--- src/sv/lsa_pkg.sv ---
`default_nettype none
// ----------------------------------------------------------------------------
// lsa_pkg
// Shared types and default sizes for the least recently used slot allocator.
// ----------------------------------------------------------------------------
package lsa_pkg;

  localparam int unsigned SlotsDef     = 16;
  localparam int unsigned IdBitsDef    = 8;
  localparam int unsigned TimeBitsDef  = 32;

  localparam int unsigned OpcodeW      = 2;
  localparam int unsigned ObjectIdW    = 8;
  localparam int unsigned NowTimeW     = 32;
  localparam int unsigned SlotIndexW   = 4;
  localparam int unsigned EvictedIdW   = 8;

  typedef enum logic [OpcodeW-1:0] {
    OP_ACCESS  = 2'd0,
    OP_RELEASE = 2'd1,
    OP_PURGE   = 2'd2,
    OP_NOP     = 2'd3
  } lsa_op_e;

endpackage
`default_nettype wire

--- src/sv/lru_slot_allocator_unit.sv ---
`default_nettype none
// ----------------------------------------------------------------------------
// lru_slot_allocator_unit
// Fully associative residency table with least recently used replacement.
// ----------------------------------------------------------------------------
// A command is taken when start_i is high and busy_o is low. Every command
// (access, release, purge or no-op) runs the whole sweep: the single read
// port of the owner and stamp table is swept one entry per cycle, the drain
// state finishes the last compare and the finish state writes back. The
// result beat is registered by the finish state and shows on result_valid_o
// for one cycle; busy_o is already low in that cycle, so the next command
// may be taken at the edge that ends it. There is no back-pressure on
// results: the receiver must take every beat when shown.
// ----------------------------------------------------------------------------
module lru_slot_allocator_unit
  import lsa_pkg::*;
#(
  parameter int unsigned SLOTS     = SlotsDef,
  parameter int unsigned ID_BITS   = IdBitsDef,
  parameter int unsigned TIME_BITS = TimeBitsDef
) (
  input  wire logic                  clk_i,
  input  wire logic                  rst_ni,
  input  wire logic                  start_i,
  output logic                       busy_o,
  input  wire logic [OpcodeW-1:0]    opcode_i,
  input  wire logic [ObjectIdW-1:0]  object_id_i,
  input  wire logic [NowTimeW-1:0]   now_time_i,
  output logic                       result_valid_o,
  output logic                       hit_o,
  output logic [SlotIndexW-1:0]      slot_index_o,
  output logic                       took_free_o,
  output logic                       evicted_o,
  output logic [EvictedIdW-1:0]      evicted_id_o
);

  localparam int unsigned IdxW = (SLOTS > 1) ? $clog2(SLOTS) : 1;

  typedef logic [IdxW-1:0]      idx_t;
  typedef logic [ID_BITS-1:0]   id_t;
  typedef logic [TIME_BITS-1:0] stamp_t;

  typedef enum logic [1:0] {
    ST_IDLE,
    ST_SCAN,
    ST_DRAIN,
    ST_FINISH
  } state_e;

  state_e          state_q;
  lsa_op_e         op_q;
  id_t             id_q;
  stamp_t          now_q;
  logic [SLOTS-1:0] used_q;

  idx_t            ptr_q;
  logic            rd_vld_q;
  idx_t            rd_idx_q;
  id_t             rd_owner_q;
  stamp_t          rd_stamp_q;

  logic            found_q;
  idx_t            found_idx_q;
  logic            free_q;
  idx_t            free_idx_q;
  logic            min_vld_q;
  idx_t            min_idx_q;
  stamp_t          min_stamp_q;
  id_t             min_owner_q;

  logic            valid_q;
  logic            hit_q;
  idx_t            slot_q;
  logic            took_free_q;
  logic            evicted_q;
  id_t             evicted_id_q;

  id_t             owner_mem [SLOTS];
  stamp_t          stamp_mem [SLOTS];

  // write-back decision
  logic            owner_we;
  logic            stamp_we;
  idx_t            wr_idx;
  logic            res_hit;
  logic            res_free;
  logic            res_evict;
  idx_t            res_slot;
  id_t             res_evict_id;
  logic            rd_used;
  logic            rd_match;
  logic            accept;

  assign busy_o  = (state_q != ST_IDLE);
  assign accept  = start_i && !busy_o;
  assign rd_used = used_q[rd_idx_q];
  assign rd_match = rd_used && (rd_owner_q == id_q);

  always_comb begin
    owner_we     = 1'b0;
    stamp_we     = 1'b0;
    wr_idx       = found_idx_q;
    res_hit      = 1'b0;
    res_free     = 1'b0;
    res_evict    = 1'b0;
    res_slot     = '0;
    res_evict_id = '0;
    if (state_q == ST_FINISH) begin
      unique case (op_q)
        OP_ACCESS: begin
          stamp_we = 1'b1;
          if (found_q) begin
            res_hit  = 1'b1;
            res_slot = found_idx_q;
            wr_idx   = found_idx_q;
          end else if (free_q) begin
            res_free = 1'b1;
            owner_we = 1'b1;
            res_slot = free_idx_q;
            wr_idx   = free_idx_q;
          end else begin
            res_evict    = 1'b1;
            owner_we     = 1'b1;
            res_slot     = min_idx_q;
            res_evict_id = min_owner_q;
            wr_idx       = min_idx_q;
          end
        end
        OP_RELEASE: begin
          if (found_q) begin
            res_hit  = 1'b1;
            res_slot = found_idx_q;
          end
        end
        OP_PURGE, OP_NOP: begin
        end
        default: begin
        end
      endcase
    end
  end

  // owner and stamp table, one read port swept by the scan pointer
  always_ff @(posedge clk_i) begin
    if (owner_we) begin
      owner_mem[wr_idx] <= id_q;
    end
    if (stamp_we) begin
      stamp_mem[wr_idx] <= now_q;
    end
    rd_owner_q <= owner_mem[ptr_q];
    rd_stamp_q <= stamp_mem[ptr_q];
  end

  // payload registers
  always_ff @(posedge clk_i) begin
    if (accept) begin
      op_q  <= lsa_op_e'(opcode_i);
      id_q  <= ID_BITS'(object_id_i);
      now_q <= TIME_BITS'(now_time_i);
    end
    if (state_q == ST_SCAN) begin
      rd_idx_q <= ptr_q;
    end
    if (rd_vld_q) begin
      if (rd_match && !found_q) begin
        found_idx_q <= rd_idx_q;
      end
      if (!rd_used && !free_q) begin
        free_idx_q <= rd_idx_q;
      end
      if (rd_used && (!min_vld_q || (rd_stamp_q < min_stamp_q))) begin
        min_idx_q   <= rd_idx_q;
        min_stamp_q <= rd_stamp_q;
        min_owner_q <= rd_owner_q;
      end
    end
    if (state_q == ST_FINISH) begin
      hit_q        <= res_hit;
      slot_q       <= res_slot;
      took_free_q  <= res_free;
      evicted_q    <= res_evict;
      evicted_id_q <= res_evict_id;
    end
  end

  // sequencer
  always_ff @(posedge clk_i or negedge rst_ni) begin
    if (!rst_ni) begin
      state_q   <= ST_IDLE;
      used_q    <= '0;
      ptr_q     <= '0;
      rd_vld_q  <= 1'b0;
      found_q   <= 1'b0;
      free_q    <= 1'b0;
      min_vld_q <= 1'b0;
      valid_q   <= 1'b0;
    end else begin
      valid_q  <= 1'b0;
      rd_vld_q <= (state_q == ST_SCAN);
      if (rd_vld_q) begin
        if (rd_match) begin
          found_q <= 1'b1;
        end
        if (!rd_used) begin
          free_q <= 1'b1;
        end
        if (rd_used) begin
          min_vld_q <= 1'b1;
        end
      end
      unique case (state_q)
        ST_IDLE: begin
          if (accept) begin
            state_q   <= ST_SCAN;
            ptr_q     <= '0;
            found_q   <= 1'b0;
            free_q    <= 1'b0;
            min_vld_q <= 1'b0;
          end
        end
        ST_SCAN: begin
          if (ptr_q == IdxW'(SLOTS - 1)) begin
            state_q <= ST_DRAIN;
          end else begin
            ptr_q <= ptr_q + 1'b1;
          end
        end
        ST_DRAIN: begin
          state_q <= ST_FINISH;
        end
        ST_FINISH: begin
          state_q <= ST_IDLE;
          valid_q <= 1'b1;
          priority if (op_q == OP_PURGE) begin
            used_q <= '0;
          end else if ((op_q == OP_RELEASE) && found_q) begin
            used_q[found_idx_q] <= 1'b0;
          end else if ((op_q == OP_ACCESS) && !found_q && free_q) begin
            used_q[free_idx_q] <= 1'b1;
          end else begin
            used_q <= used_q;
          end
        end
        default: begin
          state_q <= ST_IDLE;
        end
      endcase
    end
  end

  assign result_valid_o = valid_q;
  assign hit_o          = hit_q;
  assign slot_index_o   = SlotIndexW'(slot_q);
  assign took_free_o    = took_free_q;
  assign evicted_o      = evicted_q;
  assign evicted_id_o   = EvictedIdW'(evicted_id_q);

`ifndef SYNTHESIS
  a_beat_after_finish: assert property (@(posedge clk_i) disable iff (!rst_ni)
    result_valid_o |-> $past(state_q == ST_FINISH))
    else $error("result beat without a write-back cycle");

  a_outcome_exclusive: assert property (@(posedge clk_i) disable iff (!rst_ni)
    result_valid_o |-> ($countones({hit_o, took_free_o, evicted_o}) <= 1))
    else $error("more than one outcome flagged in a beat");

  a_purge_clears: assert property (@(posedge clk_i) disable iff (!rst_ni)
    (result_valid_o && (op_q == OP_PURGE)) |-> (used_q == '0))
    else $error("used flags left set after purge");

  a_evict_only_full: assert property (@(posedge clk_i) disable iff (!rst_ni)
    (state_q == ST_FINISH && op_q == OP_ACCESS && !found_q && !free_q) |->
      (used_q == '1))
    else $error("eviction chosen while a slot is free");

  a_accept_goes_busy: assert property (@(posedge clk_i) disable iff (!rst_ni)
    accept |=> (busy_o && !result_valid_o))
    else $error("command taken without entering the scan");
`endif

endmodule
`default_nettype wire
--- config.mk ---
export PLATFORM = sky130hd
export DESIGN_NAME = lru_slot_allocator_unit
export DESIGN_NICKNAME = d
export VERILOG_FILES = /design/src/sv/lsa_pkg.sv /design/src/sv/lru_slot_allocator_unit.sv
export SDC_FILE = /design/constraint.sdc
export NUM_CORES = 1
export LEC_CHECK = 0
export CAP_MARGIN = 10
export CORE_ASPECT_RATIO = 0.5
export CORE_UTILIZATION = 60
export CTS_CLUSTER_SIZE = 10
export DETAILED_ROUTE_END_ITERATION = 6
export DONT_BUFFER_PORTS = 1
export PLACE_DENSITY = 0.76
export SETUP_SLACK_MARGIN = 0.3
export SLEW_MARGIN = 40
export SYNTH_ARGS = -nofsm -noshare
export SYNTH_HDL_FRONTEND = slang
export SYNTH_SLANG_ARGS = --single-unit
--- constraint.sdc ---
create_clock -name clk_i -period 5.25 [get_ports clk_i]
set_input_delay 0.525 -clock clk_i [delete_from_list [all_inputs] [get_ports clk_i]]
set_output_delay 0.525 -clock clk_i [all_outputs]
set_load 0.05 [all_outputs]
==> Yosys cells after proc, flatten, opt, wreduce, memory -nomap -nowiden <==
Memories as Yosys holds them, arrays and structs flattened. A register that Yosys moved wholly into a read port is not among the register bits.
Cells that the tools add are included.
{ "op_classes": {"muxes": 46, "bitwise": 4, "n_eq_ne": 10, "addsub": 1, "reduce_logical": 30, "n_lt_le_gt_ge": 6} }
{ "ops": {"columns": ["operator", "count"], "rows": [
  ["$mux W16", 3],
  ["$lt A32 B32 Y1", 1],
  ["$mux W1", 28],
  ["$mux W4", 7],
  ["$and A16 B16 Y16", 1],
  ["$not A16 Y16", 1],
  ["$or A16 B16 Y16", 1],
  ["$pmux W4 S2", 2],
  ["$lt A4 B5 Y1 const B", 3],
  ["$logic_and A1 B1 Y1", 10],
  ["$reduce_and A2 Y1", 5],
  ["$demux W1 S4", 2],
  ["$eq A8 B8 Y1", 1],
  ["$ge A4 B1 Y1 const B", 2],
  ["$pmux W2 S4", 1],
  ["$eq A2 B2 Y1 const B", 3],
  ["$logic_not A1 Y1", 5],
  ["$add A4 B1 Y4 const B", 1],
  ["$bmux W1 S4", 1],
  ["$eq A2 B1 Y1 const B", 2],
  ["$eq A4 B4 Y1 const B", 1],
  ["$logic_not A2 Y1", 2],
  ["$mux W2", 2],
  ["$ne A2 B2 Y1 const B", 2],
  ["8 further kinds", 10]
]} }
{ "word_totals": {"output_inout_bits": 17, "register_bits": 140, "inputBits": 45, "n_memories": 2, "ram_bits": 640} }
{ "mem_list": {"columns": ["memory", "words", "width", "rd", "rd_ports_with_merged_regs", "write_ports", "line_no", "rtl"], "rows": [
  ["stamp_mem", 16, 32, 1, 1, 1, "lru_slot_allocator_unit.sv:79", "stamp_t stamp_mem [SLOTS];"],
  ["owner_mem", 16, 8, 1, 1, 1, "lru_slot_allocator_unit.sv:78", "id_t owner_mem [SLOTS];"]
]} }

==> Depth between registers and ports, before layout <==
{ "depth": {"depth_word": 8, "mapped_depth": 8, "mapped_depth_nobuf": 8} }

==> Worst setup path before layout <==
OpenSTA, ideal clock, no wires.
{ "synth_path": {"path_kind": "reg2reg", "startpoint": "reg min_stamp_q[2]", "endpoint": "reg min_idx_q[0] (enable)", "period_less_slack_ns": 4.342, "setup_slack_ns": 0.908, "t_arrival_ns": 3.870, "required_time_ns": 4.778, "path_stages_with_launch": 9, "setup_time_ns": 0.472, "path_cell_list": "edfxtp_1 inv_1 ha_1 a211o_1 a31oi_1 o221ai_1 a211oi_1 o31ai_1 a31oi_1"} }
{ "synth_between": {"elab_chain_cells": 4} }
{ "synth_lines": {"columns": ["item", "line_no", "rtl"], "rows": [
  ["from (decl)", "lru_slot_allocator_unit.sv:68", "stamp_t min_stamp_q;"],
  ["from (signal assigned)", "lru_slot_allocator_unit.sv:174", "min_stamp_q <= rd_stamp_q;"],
  ["$lt A32 B32 Y1", "lru_slot_allocator_unit.sv:172", "if (rd_used && (!min_vld_q || (rd_stamp_q < min_stamp_q))) begin"],
  ["$logic_or A1 B1 Y1", "lru_slot_allocator_unit.sv:172", null],
  ["$logic_and A1 B1 Y1", "lru_slot_allocator_unit.sv:172", null],
  ["$reduce_and A2 Y1 (no line)", null, null],
  ["to (signal assigned)", "lru_slot_allocator_unit.sv:173", "min_idx_q <= rd_idx_q;"],
  ["to (decl)", "lru_slot_allocator_unit.sv:67", "idx_t min_idx_q;"]
]} }
No other way between the ends.
A chain may end at the register's enable or synchronous reset.

==> Worst setup path in the final report <==
{ "layout_path": {"startpoint": "reg found_q", "endpoint": "mem stamp_mem[5][16] (netlist name) (enable)"} }
{ "layout_between": {"elab_chain_cells": 3} }
{ "layout_lines": {"columns": ["item", "line_no", "rtl"], "rows": [
  ["from (decl)", "lru_slot_allocator_unit.sv:62", "logic found_q;"],
  ["from (signal assigned)", "lru_slot_allocator_unit.sv:194", "found_q <= 1'b0;"],
  ["from (signal assigned)", "lru_slot_allocator_unit.sv:203", "found_q <= 1'b1;"],
  ["from (signal assigned)", "lru_slot_allocator_unit.sv:217", "found_q <= 1'b0;"],
  ["$mux W4", "lru_slot_allocator_unit.sv:112", "if (found_q) begin"],
  ["$mux W4", "lru_slot_allocator_unit.sv:109", "unique case (op_q)"],
  ["$mux W4", "lru_slot_allocator_unit.sv:108", "if (state_q == ST_FINISH) begin"],
  ["to (decl)", "lru_slot_allocator_unit.sv:79", null]
]} }
No other way between the ends.

==> impl_results.md <==
- Global-route wire length before repair: around 100000 um
- GRT Total Usage: 28.00%
- Root buffer cell: clkbuf_16
- Fin crit share: about two thirds
- CTS tree: built
- Routability congestion estimate: 0.8885
- Worst hold slack: 0.1308 ns
- CTS Buf Count: 91
- Total design power: 18.47 mW
- Simple-Gate Fraction of Synth Area: between 2 and 2.5%
- DPL Wire Length: around 43000 um
- Worst path max stage delay: roughly 0.66 ns
- VDD IR max: 0.0003398 V
- Worst skew pair latency: roughly 0.63 ns
- EDFF count, synth: 753
- Fin nets: around 1600
- Area growth syn-to-layout: 14.38%
- Die area: 53120 um2
- Syn nets: approximately 1500
- Max-Cap Viols: 0
- Type of origin of the critical path: flip-flop
- Final hold vios: 0
- Total grt overflow: 0
- Post-Synth XOR/XNOR Area: less than 1%
- Crit path depth: 7
- Distinct cells, synth: between 40 and 50
- Io pins: 62
- Total of warnings raised by yosys: 0
- CP max stage cell: nor2_4
- Via total after detailed routing: between 15000 and 20000
- Residual DRC: 0
- Place WS: 1.865 ns
- Post-CTS setup buffer count: 0
- Placed insts: ~2100
- Drt pass-1 iters: 7
- Ys async rst share: between 3 and 4%
- N_diodes: 0
- Setup_tns: 0 ns
- WP buf/inv: 2
- Clock sinks: 820
- Area contributors post-synth: edfxtp_1 72%, mux4_2 12%, mux4_1 3.6%
- Fill cells: roughly 2800
- Final worst setup slack: about 1.8 ns
- Pwr Density: 516.0 nW/um2
- Hold depth: 2
- Slew at the pin with the worst max-slew slack: 0.8801 ns
- Worst path cell trace: nor3_1 > a22oi_1 > nor2_1 > nand2_1 > nor2_4 > buf_8 > buf_8
- Vias in the first global route: 15520
- Clock Tree Buf Depth: 3
- Routed wire per std cell: about 32 um
- Unrepaired setup endpoints after global routing: no
- DR vias/cell: 6.719
- Synth area leader: edfxtp_1
- Initial antenna violation count: 1
- Outcome: finished clean
- Pin count of the biggest net entering global routing: 47
- CP endpoint kind: flip-flop
- Most frequent CP cell: buf_8
- Die W: about 320 um
- Std cell rows: 58
- Post-synthesis mux area share: approximately 16%
- Post-route antenna net violation count: 0
- Setup CP Type: reg -> reg
- Core box area: 50870 um2
- I/O Buffers: 0
- Post-synthesis register bit count: just over 800
- Tmin final: between 3 and 4 ns
- Final setup vio count: 0
- Mean Syn Cell Area: between 20 and 25 um2
- Clock Skews: between 0.02 and 0.03 ns
- Final Slew Violations: 0
- Leakage power: roughly 12 nW
- Share of cells above drive strength 1: between 20 and 25%
- Adder-Cell Fraction of Synth Area: approximately 1.5%
- CP max FO: 23
- Mapped cell area: 31290 um2
- Die Y: 163.5 um
- Data required, critical path: about 5.6 ns
- Rel. slew slack: between 40% and 50%
- Post-synthesis compound-gate area fraction: 1.772%
- Worst r2r path cells: 7
- Crit-path leading delay family: simple AND/OR/NAND/NOR gates
- Main synth FF type: edfxtp_1
- Post-Layout Cell Count: between 2000 and 2500
- Starting Density: approximately 60%
- Largest family of logic cells by synthesized area: multiplexers
- Synthesized instance count: around 1400
- WP data arrival: roughly 3.8 ns
- Wirelength, routed: 71640 um
- Sequential area share after synthesis: between 70% and 80%
- Fmax: ~0.29 GHz
- Synth top area share: 72.27%
- Clock transition at path regs: roughly 0.06 ns
- Hold WC Path Type: in -> reg
- Htree depth: 3
- Drt initial violations: approximately 2100
[report_power, final]
part	leakage [nW]	internal, mW	total (mW)	switching [mW]
registers	7.48	7.90	8.71	0.805
logic	2.95	1.96	4.08	2.13
clock network	1.23	3.26	5.68	2.42
total	11.7	13.1	18.5	5.35
[worst reg2reg max path, stage by stage (launching register included)]
cell	delay, ns
dfrtp_2	0.61
nor3_1	0.42
a22oi_1	0.22
nor2_1	0.25
nand2_1	0.55
nor2_4	0.67
buf_8	0.25
buf_8	0.18
[per-stage QoR]
step / instance area (um2) / utilization (%)
finish: 35790 / 70.35
global route: 35790 / 70.35
CTS: 35770 / 70.32
detailed placement: 32780 / 64.44
global placement: 32050 / 63.00
floorplan: 31290 / -
[state kept, by name (all words and copies together) (netlist names), 4 cells and up]
signal / flops
min_stamp_q: 32
min_owner_q: 8
free_idx_q: 4
stamp_mem: 512
used_q: 16
ptr_q: 4
slot_index_o: 4
found_idx_q: 4
rd_owner_q: 8
min_idx_q: 4
id_q: 8
evicted_id_o: 8
rd_stamp_q: 32
owner_mem: 128
rd_idx_q: 4
now_q: 32
[cell usage in the layout (no fill, tap or decap), drive strengths merged, types with 4 or more instances in the layout]
cell         netlist  routed
clkbuf            21     125
a21o               7       7
nand2             27      27
nand2b             7       7
dlygate4sd3        0      43
mux4             204     204
nor2              47      47
buf               36      49
a21oi             41      41
o31ai              4       4
mux2i              4       4
dfrtp             27      27
o21ai             11      11
nor3              16      16
mux2               6       6
a31oi              8       8
nand3              6       6
ha                37      37
inv               39      40
edfxtp           753     753
dfxtp             40      40
xnor2              8       8
and2              12      12
o22a               6       6
nor2b              8       8
nand4             10      10
[Yosys cell counts, types with 10 or more instances]
master,number
dfrtp_1,27
o21ai_0,11
mux4_1,43
inv_1,39
mux4_2,161
ha_1,37
nor3_1,16
buf_6,11
edfxtp_1,753
clkbuf_1,21
nand2_1,27
and2_1,12
nor2_1,47
dfxtp_1,40
nand4_1,10
a21oi_1,41
buf_1,11
[layout make-up]
type / count / area [um2] / area share [%]
Clock inverter: 2 / 50.05 / 0.1398
Inverter: 39 / 146.4 / 0.4090
Tap cell: 690 / 863.3 / 2.412
Sequential cell: 820 / 24100 / 67.34
Multi-Input combinational cell: 496 / 6872 / 19.20
Timing Repair Buffer: 92 / 1266 / 3.538
Clock buffer: 125 / 2490 / 6.957
[repair_timing]
action,CTS,global route
hold endpoints to repair,69,0
hold buffers,44,0
gates resized for setup,0,0
[routing by layer]
layer / global-route usage (%) / part of all wire (%)
met3: 10.08 / 12
met5: 0 / 0.018
met2: 43.13 / 46
met1: 39.24 / 40
met4: 5.639 / 1.5
[final timing paths]
| path | startpoint | endpoint | slack (ns) |
|---|---|---|---|
| max in group asynchronous | rst_ni | ptr_q[1] | 4.70 |
| min | start_i | ptr_q[1] | 0.13 |
| max | found_q | stamp_mem[5][16] | 1.81 |
| min reg2reg | rd_stamp_q[0] | min_stamp_q[0] | 0.43 |
| max reg2reg | found_q | stamp_mem[5][16] | 1.81 |
| min in group asynchronous | rst_ni | used_q[10] | 0.36 |
[logic make-up after synthesis]
kind of cell | after synthesis
mux | 214
xor+xnor | 8
simple gates | 146
fa+ha+maj | 37
compound gates | 91
flops | 820
buf+inv | 96
Power figures use the tool's default switching activity.
